## config.mk

```make
export PLATFORM = sky130hd
export DESIGN_NAME = plir_group_or
export DESIGN_NICKNAME = d
export VERILOG_FILES = /design/src/hdl/plir_pkg.sv /design/src/hdl/plir_group_or.sv
export SDC_FILE = /design/constraint.sdc
export NUM_CORES = 1
export LEC_CHECK = 0
export ABC_AREA = 1
export BUFFER_PORTS_ARGS = -buffer_cell sky130_fd_sc_hd__buf_2
export CAP_MARGIN = 40
export CORE_AREA = 2 2 203 205
export CTS_CLUSTER_DIAMETER = 30
export CTS_CLUSTER_SIZE = 30
export DETAILED_ROUTE_END_ITERATION = 6
export DIE_AREA = 0 0 205 207
export PLACE_DENSITY = 0.41
export SLEW_MARGIN = 5
export SYNTH_ARGS = -nofsm -noshare
export SYNTH_HDL_FRONTEND = slang
export SYNTH_SLANG_ARGS = --single-unit
```

## constraint.sdc

```tcl
create_clock -name clk -period 1.8 [get_ports clk]
set_input_delay 0.36 -clock clk [delete_from_list [all_inputs] [get_ports clk]]
set_output_delay 0.36 -clock clk [all_outputs]
set_load 0.02 [all_outputs]
```

## src/hdl/plir_pkg.sv

```systemverilog
// plir_pkg: shared types and codes for the positional list block
// request codes, status codes and the per-cell shift control struct
// no dependencies
package plir_pkg;

	typedef enum logic [2:0] {
		REQ_INS_FRONT = 3'd0,
		REQ_INS_END   = 3'd1,
		REQ_INS_POS   = 3'd2,
		REQ_REM_FRONT = 3'd3,
		REQ_REM_END   = 3'd4,
		REQ_REM_POS   = 3'd5
	} req_t;

	typedef enum logic [1:0] {
		ST_OK    = 2'd0,
		ST_RANGE = 2'd1,
		ST_EMPTY = 2'd2,
		ST_FULL  = 2'd3
	} status_t;

	typedef struct packed {
		logic ins;
		logic rem;
	} shift_t;

	localparam int GRP = 32;
	localparam int REQ_W = 3;
	localparam int POS_W = 11;
	localparam int VAL_W = 16;
	localparam int CNT_W = 11;

endpackage

```

## src/hdl/plir_group_or.sv

```systemverilog
// plir_group_or: registered or-reduction of the removal picks of one group of cells
// depends on plir_pkg
module plir_group_or #(
	parameter int N  = 32,
	parameter int EW = 16
) (
	input  logic                 clk,
	input  logic [N-1:0][EW-1:0] picks,
	output logic [EW-1:0]        grp_q
);
	import plir_pkg::*;

	logic [EW-1:0] acc;

	always_comb begin
		acc = '0;
		for (int i = 0; i < N; i++)
			acc = acc | picks[i];
	end

	always_ff @(posedge clk) begin
		grp_q <= acc;
	end

endmodule
```

# Word-level counts from Yosys, hierarchy flattened
# Cells that the tools add are included.
# classes
n_addsub	0
mul	0
div_mod_pow	0
magnitude_cmp	0
n_eq_ne	0
shift	0
muxes	0
n_bitwise	31
reduce_logical	0
# ops
op	count
16-bit bitwise OR	31
# word_totals
regBits	16
latch_bits	0
ramBits	0
rom_bits	0
memories	0

# Depth between registers and ports, before layout
# logic_depth
ltp_word	31
ltp_mapped	6
mapped_depth_nobuf	6

# Worst setup path before layout
# No wires, ideal clock.
# synth_path
path_kind	in2reg
from	input picks[32] (netlist bit)
to	register grp_q[0]
arrival_ps	708
path_slack_ps	977
stages	5
path_cell_list	nor2_1 -> and2_1 -> nand2_1 -> nor2_1 -> nand2_1
# synth_between
elab_chain_cells	30
# synth_lines
element	line_no	rtl
from (decl)	plir_group_or.sv:8	input logic [N-1:0][EW-1:0] picks,
16-bit bitwise OR (30 in a row)	plir_group_or.sv:18	acc = acc | picks[i];
net acc[0]	plir_group_or.sv:13	logic [EW-1:0] acc;
to (signal assigned)	plir_group_or.sv:22	grp_q <= acc;
to (decl)	plir_group_or.sv:9	output logic [EW-1:0] grp_q
# The timed path passes the listed nets, and every way through them passes these cells.

# Final worst setup path
# layout_path
from	register grp_q[8]
to	output grp_q[8]
# No word-level cell between the ends.

==> results.cfg <==
[outcome]
outcome = complete, no violations

[logic_synthesis]
synthMuxAreaShare_pct = 0
syn_avg_cell_area_um2 = 4.32
synth_area_leaders = inv_1 30%, nor2_1 25%, nand2_1 23%
synth_area_leader_cell = inv_1
synth-simple-area-share_pct = 59.7
synth_flop_cell = dfxtp_1
synth_xor_area_share_pct = 0
synth_edf_count = 0
async_flop_share_pct = 0
synth_compound_area_share_pct = 0
syn_area_um2 = 3180
netlist_instances = 736
synth_top_family_by_area = simple AND/OR/NAND/NOR gates
synthesis.nets = 1249
synth_top_area_share_pct = 30.2
synth_seq_cells = 16
yosys.cell_count.top_type = inv_1
synth_common_cells = 256 x inv_1, 208 x nor2_1, 192 x nand2_1, 32 x and2_1
ys_seq_area_share_pct = 10.1
ys_types = 7
synthAdderAreaFrac_pct = 0
yosys_warnings = 0

[clock_tree]
post_cts_buffers = 0
clockRootBuffer = clkbuf_16
post_cts_resized = 0
clock_path_buffers = 2
numCtsBuffers = 3
holdBufCountCts = 0
cts_tree = done
clk_pin_slew_ns = 0.07
cts_max_level = 1
cts_sinks = 16

[drt]
drc_errors = 0
wl_um = 19600
avgRoutedWirePerCell_um = 10.9
detail-route-antenna-nets = 0
via_count = 5493
vias_per_cell = 3.05
drt_iter0_drc = 179
first_pass_iters = 4

[cells_and_area]
regMostFlops = grp_q
syn2layout_area_growth_pct = 106
top_regs = grp_q (16)
drive_above_1_share_pct = 43.2
nNetsFinal = 1782
largest_register_ffs = 16
final_cell_area_um2 = 6570

[run]
cap_viol_max_count = 0

[worst_setup_path]
crit_chain = buf_2
cpPeakStageDelay_ns = 0.36
crit_path_top_delay_cell = dfxtp_1
crit_path_end_kind = output pin
worstSetupPathType = reg -> out
cpLargestDelayFamily = flip-flops
cp.required_ns = 1.44
cp.arrival_ns = 0.82
worstPathMaxFanout = 1
crit_buf_inv = 1
cp-start-kind = register

[timing]
max_slew.worst_pin.slew_ns = 0.310
finalSetupViolCount = 0
period_share_pct = 65.8
max_clock_freq_ghz = 0.844
whs_ns = 0.359
fin_ws_ns = 0.615
rsz0062_at_grt = false
min_period_ns = 1.18
slew_viol_final = 0
final.setup.tns_ns = 0
hold_viol = 0
slew_headroom_pct = 79.3

[global_routing]
grt_remaining_overflow = 0
antenna_found_initial = 2
grt_pass1_vias = 5333
grt_max_degree = 9
grt_usage_pct = 8.84
grt_pass1_wl_um = 27900

[power_and_ir_drop]
p_total_mw = 1.78
leakage_nw = 4.31
p_per_area_nw_per_um2 = 270
ir_drop_uv = 274

[floorplanning]
core_um2 = 40400
fp-row-count = 74
fp.dieW_um = 205
start_util_pct = 7.88
io_pins = 529
die_y_um = 207
die-area_um2 = 42400

[placement]
dp_hpwl_um = 18200
port_buffers = 528
pre_cts_ws_ns = 0.188
gp_congestion = 0.970
dpl_cell_area_um2 = 6490

[hold_path]
hp-class = in -> reg
## metrics by stage
step,utilization (%),instances
CTS,16.3,1799
global placement,16.1,1796
finish,16.3,1801
floorplan,-,736
detailed placement,16.1,1796
global route,16.3,1801
## per-layer routing
metal / part of all wire [%] / wire length [um] / up-vias / global-route usage, %
li1: - / - / 3048 / -
met1: 40 / 7860 / 2207 / 10.5
met2: 47 / 9220 / 219 / 14.9
met3: 10 / 2010 / 17 / 2.47
met4: 1.9 / 368 / 2 / 3.08
met5: 0.70 / 138 / - / 2.42
## cell type report
cell class	instances	area, um^2
Antenna cell	2	5.00
Timing Repair Buffer	528	2640
Clock buffer	3	75.1
Multi-Input combinational cell	464	1900
Sequential cell	16	320
Tap cell	532	666
Fill cell	4834	33800
Inverter	256	961
## final timing paths
check | start | slack [ns] | to | cells after the start
min | picks[215] | 0.36 | grp_q[7]$_DFF_P_ | 5
max | grp_q[8]$_DFF_P_ | 0.62 | grp_q[8] | 1
## power by group
part | internal [mW] | switching [mW] | total (mW)
sequential | 0.353 | 0.0000000000842 | 0.353
combinational | 0.510 | 0.363 | 0.873
clock | 0.297 | 0.252 | 0.549
total | 1.16 | 0.615 | 1.78
## logic make-up (layout without fill, tap and decap cells)
logic type,after synthesis,in the layout
and+or+nand+nor,464,464
buffers and inverters,256,787
DFF,16,16
other,0,2
## cells in the final DEF, fill, tap and decap left out
cell type and instances:
inv_1 256, nor2_2 16, buf_2 528, nor2_1 208
clkbuf_16 3, and2_1 32, nand4_1 16, diode_2 2
nand2_1 192, dfxtp_1 16
## worst min-delay path: cells and delay by family
kind / cells / cell delay, ns
buffers and inverters: 1 / 0.07
and+or+nand+nor: 4 / 0.17
No activity file was read; power rests on OpenSTA's default activity.
