`src/hdl/plir_pkg.sv`:
```
// plir_pkg: shared types and codes for the positional list block
// request codes, status codes and the per-cell shift control struct
// no dependencies
package plir_pkg;

	typedef enum logic [2:0] {
		REQ_INS_FRONT = 3'd0,
		REQ_INS_END   = 3'd1,
		REQ_INS_POS   = 3'd2,
		REQ_REM_FRONT = 3'd3,
		REQ_REM_END   = 3'd4,
		REQ_REM_POS   = 3'd5
	} req_t;

	typedef enum logic [1:0] {
		ST_OK    = 2'd0,
		ST_RANGE = 2'd1,
		ST_EMPTY = 2'd2,
		ST_FULL  = 2'd3
	} status_t;

	typedef struct packed {
		logic ins;
		logic rem;
	} shift_t;

	localparam int GRP = 32;
	localparam int REQ_W = 3;
	localparam int POS_W = 11;
	localparam int VAL_W = 16;
	localparam int CNT_W = 11;

endpackage

```
`src/hdl/plir_cell.sv`:
```
// plir_cell: one list slot; loads from its lower or upper neighbor or the new item
// depends on plir_pkg
module plir_cell #(
	parameter int IDX = 0,
	parameter int CW  = 11,
	parameter int EW  = 16
) (
	input  logic               clk,
	input  plir_pkg::shift_t   ctrl,
	input  logic [CW-1:0]      idx,
	input  logic [EW-1:0]      new_val,
	input  logic [EW-1:0]      lower_val,
	input  logic [EW-1:0]      upper_val,
	output logic [EW-1:0]      val_q,
	output logic [EW-1:0]      pick
);
	import plir_pkg::*;

	localparam logic [CW-1:0] MY = CW'(IDX);

	logic hit;
	logic above;

	assign hit   = (MY == idx);
	assign above = (MY > idx);
	assign pick  = (ctrl.rem && hit) ? val_q : '0;

	always_ff @(posedge clk) begin
		if (ctrl.ins) begin
			if (above)
				val_q <= lower_val;
			else if (hit)
				val_q <= new_val;
		end else if (ctrl.rem) begin
			if (above || hit)
				val_q <= upper_val;
		end
	end

endmodule

```
`config.mk`:
```
export PLATFORM = sky130hd
export DESIGN_NAME = plir_cell
export DESIGN_NICKNAME = d
export VERILOG_FILES = /design/src/hdl/plir_pkg.sv /design/src/hdl/plir_cell.sv
export SDC_FILE = /design/constraint.sdc
export NUM_CORES = 1
export LEC_CHECK = 0
export BUFFER_PORTS_ARGS = -buffer_cell sky130_fd_sc_hd__buf_2
export CAP_MARGIN = 20
export CORE_MARGIN = 5
export CORE_UTILIZATION = 36
export DETAILED_ROUTE_END_ITERATION = 16
export PLACE_DENSITY = 0.77
export SKIP_LAST_GASP = 1
export SYNTH_ARGS = -nofsm -noshare
export SYNTH_HDL_FRONTEND = slang
export SYNTH_SLANG_ARGS = --single-unit
```
`constraint.sdc`:
```
create_clock -name clk -period 4.96 [get_ports clk]
set_input_delay 1.488 -clock clk [delete_from_list [all_inputs] [get_ports clk]]
set_output_delay 1.488 -clock clk [all_outputs]
set_load 0.02 [all_outputs]
```
# --- Word level (Yosys, flattened, before mapping) ---
# Cells that the tools add are included.
op_classes:
  n_lt_le_gt_ge: 1
  n_eq_ne: 1
  muxes: 6
  n_reduce_logical: 6
op_table:
  columns: ["op", "n"]
  rows:
  - ["16-bit 2-to-1 mux", 6]
  - ["1-bit by 11-bit greater-than comparator with 1-bit output, first input constant", 1]
  - ["11-bit logical NOT", 1]
  - ["2-bit nonzero test", 2]
  - ["3-bit by 1-bit inequality test with 1-bit output, second input constant", 1]
  - ["3-bit AND reduction", 1]
  - ["1-bit logical AND", 1]
  - ["1-bit logical OR", 1]
totals:
  register_bits: 16
  inputBits: 62
  output_inout_bits: 32
  elab_cells: 15

# --- Logic depth before layout (Yosys ltp) ---
depth:
  ltp_word: 5
  ltp_mapped: 4
  depth_no_buf: 2

# --- Least setup slack after synthesis ---
# No wires, ideal clock.
synth_timing:
  kind: "input port to output port"
  start: "in idx[1]"
  end: "out pick[0]"
  arrival_ns: 2.877
  t_required_ns: 3.472
  path_slack_ns: 0.595
  cell_stages: 3
  path_buffers: 1
  path_cell_list: "or4_4 > buf_6 > nor4_1"
synth_between:
  elab_chain_len: 3
synth_rtl:
  columns: ["element", "line", "rtl"]
  rows:
  - ["start: declaration", "plir_cell.sv:10", "input logic [CW-1:0] idx,"]
  - ["11-bit logical NOT", "plir_cell.sv:24", "assign hit = (MY == idx);"]
  - ["1-bit logical AND", "plir_cell.sv:26", "assign pick = (ctrl.rem && hit) ? val_q : '0;"]
  - ["16-bit 2-to-1 mux", "plir_cell.sv:26", null]
  - ["end: declaration", "plir_cell.sv:15", "output logic [EW-1:0] pick"]
# No other way between the ends.

# --- Final worst setup path ---
layout_timing:
  start: "in idx[8]"
  end: "out pick[9]"
# Same word-level chain as after synthesis.

==> run metrics <==
Clock transition at path regs=90 ps; VDD IR max=around 0.19 mV; largest net degree at the start of global routing=18; min Tclk post-route=roughly 4500 ps; Synth cell types=15; GR Util All Layers=13.4%; Hold WC Path Type=in -> reg; Post-Syn Nets=between 100 and 150; Most flops, register=val_q; DR vias/cell=around 4.9; Final HPWL DP=2.13 mm; DRC viols=0; CP Data Arrival Time=3040 ps; crit start category=primary input; Crit. End Element=primary output; CTS tree=yes; Hold Buf Count CTS=0; area delta synth->final=40.1%; first-iteration detailed-routing DRC count=14; worst-path maximum fanout=17; Die X=roughly 62 um; Starting Density=roughly 37%; vias=a little under 900; total of max-cap violations=0; outcome=finished clean; biggest registers after layout=val_q (16); Worst Path Required=3470 ps; clock root buffer master=clkbuf_4; final setup vio count=0; synthesized instance count=79; RSZ-0062 raised after global routing=no; die height=a little over 60 um; fmax=~0.22 GHz; share of layout cells above drive strength 1=about 72%; Slew HR=about half; H-tree depth=1; post-CTS resize count=0; first-pass GRT wire length=4.28 mm; Worst Tran Pin Value=about 760 ps; Setup WS pre-CTS=roughly 430 ps; Final Max Slew Viols=0; Synth Register Bits=16; Setup TNS Final=0 ps; max FFs per register=16; DRT Pass-1 Iters=4; Crit Path Category=in -> out; core box area=between 0.002 and 0.003 mm2; nets@finish=between 200 and 250; period utilisation layout=between 90% and 100%; synth warn=0; synthesized area=a little under 0.001 mm2; Pwr per Cell Area=186 mW/mm2; Port Buf Inserts=77; CTS Buf Count=3; number of I/O pins=94; setup slack after layout=between 400 and 500 ps; Avg Inst Size Synth=between 10 and 15 um2; GRT overflow=0; Clock Sinks=16; register area share after synthesis=~49%; Post-CTS Setup Repair Bufs=0; Leak=~0.60 nW; Longest Clk Path Bufs=2; vias in the first global route=between 900 and 1000; design area=around 0.0014 mm2; antenna violations before repair=0; Placed Area=about 0.0014 mm2; DR WL/cell=14.2 um; area of the die=~0.0039 mm2; Site Rows=19; total wire length=2.59 mm; Final Hold Fails=0; antenna cells=0; post-route ant nets=0; gpl congestion=0.774
-- metrics by stage --
step	cells	hold WS [ps]	utilization, %	total power, W
after CTS	182	1490	51.5	0.000261
final	182	1500	51.5	0.000257
after detailed placement	178	1790	50.5	0.000193
after global placement	178	1790	50.5	0.000191
after floorplan	79	1710	-	0.000176
after global routing	182	1500	51.5	0.000270
-- synthesized netlist by cell type --
library cell	count	area, um2
edfxtp_1	16	480
nand2_1	16	60.1
nor4_1	7	43.8
nor2_1	1	3.75
buf_12	1	20.0
or3_1	1	6.26
buf_6	1	11.3
clkbuf_1	3	11.3
or4_1	1	7.51
buf_4	1	7.51
buf_1	1	3.75
or4_4	1	11.3
mux2_2	16	180
buf_2	3	15.0
nor4_2	10	125
-- critical path, stage by stage --
cell and delay (ps):
buf_2 90, or4_1 870, nor4_2 360, buf_2 220
-- cell families after synthesis --
| kind of cell | count (synthesis) | synth area share (%) |
|---|---|---|
| buf+inv | 10 | 6.97 |
| flops | 16 | 48.7 |
| mux | 16 | 18.3 |
| simple gates | 37 | 26.1 |
-- final cells by class --
cell class                 count  area [um2]
fill                         258        1300
clock inverter                 1        3.75
clock buffer                   3        22.5
multi-input combinational     53         444
tap                           31        38.8
sequential                    16         480
timing repair buffer          78         393
-- power by group --
part / internal, W / leakage (nW) / switching (W)
logic: 0.0000230 / 0.440 / 0.0000172
registers: 0.000150 / 0.144 / 0.0000000306
clock network: 0.0000292 / 0.0154 / 0.0000384
-- metal layers --
| layer | wire length, um | up-vias | GRT usage (%) | share of wire (%) |
|---|---|---|---|---|
| met2 | 1400 | 31 | 24.0 | 54 |
| met3 | 184 | 4 | 3.24 | 7.1 |
| met5 | 0 | - | 0 | 0 |
| li1 | - | 444 | - | - |
| met1 | 953 | 406 | 14.2 | 37 |
| met4 | 46 | 0 | 7.16 | 1.8 |
-- final timing paths --
check                  start  endpoint  slack, ps  cells after the start
setup / recovery      idx[8]   pick[9]        430                      4
hold / removal    new_val[3]  val_q[3]       1500                      2
-- cell usage in the layout, fill, tap and decap left out --
master / Yosys / final
or3_1: 1 / 1
nor2_1: 1 / 1
buf_2: 3 / 77
nor4_2: 10 / 11
edfxtp_1: 16 / 16
buf_4: 1 / 1
clkinv_1: 0 / 1
or4_1: 1 / 1
clkbuf_4: 0 / 3
nor4_1: 7 / 6
mux2_2: 16 / 16
nand2_1: 16 / 16
or4_4: 1 / 1
No activity file was read; power rests on OpenSTA's default activity.
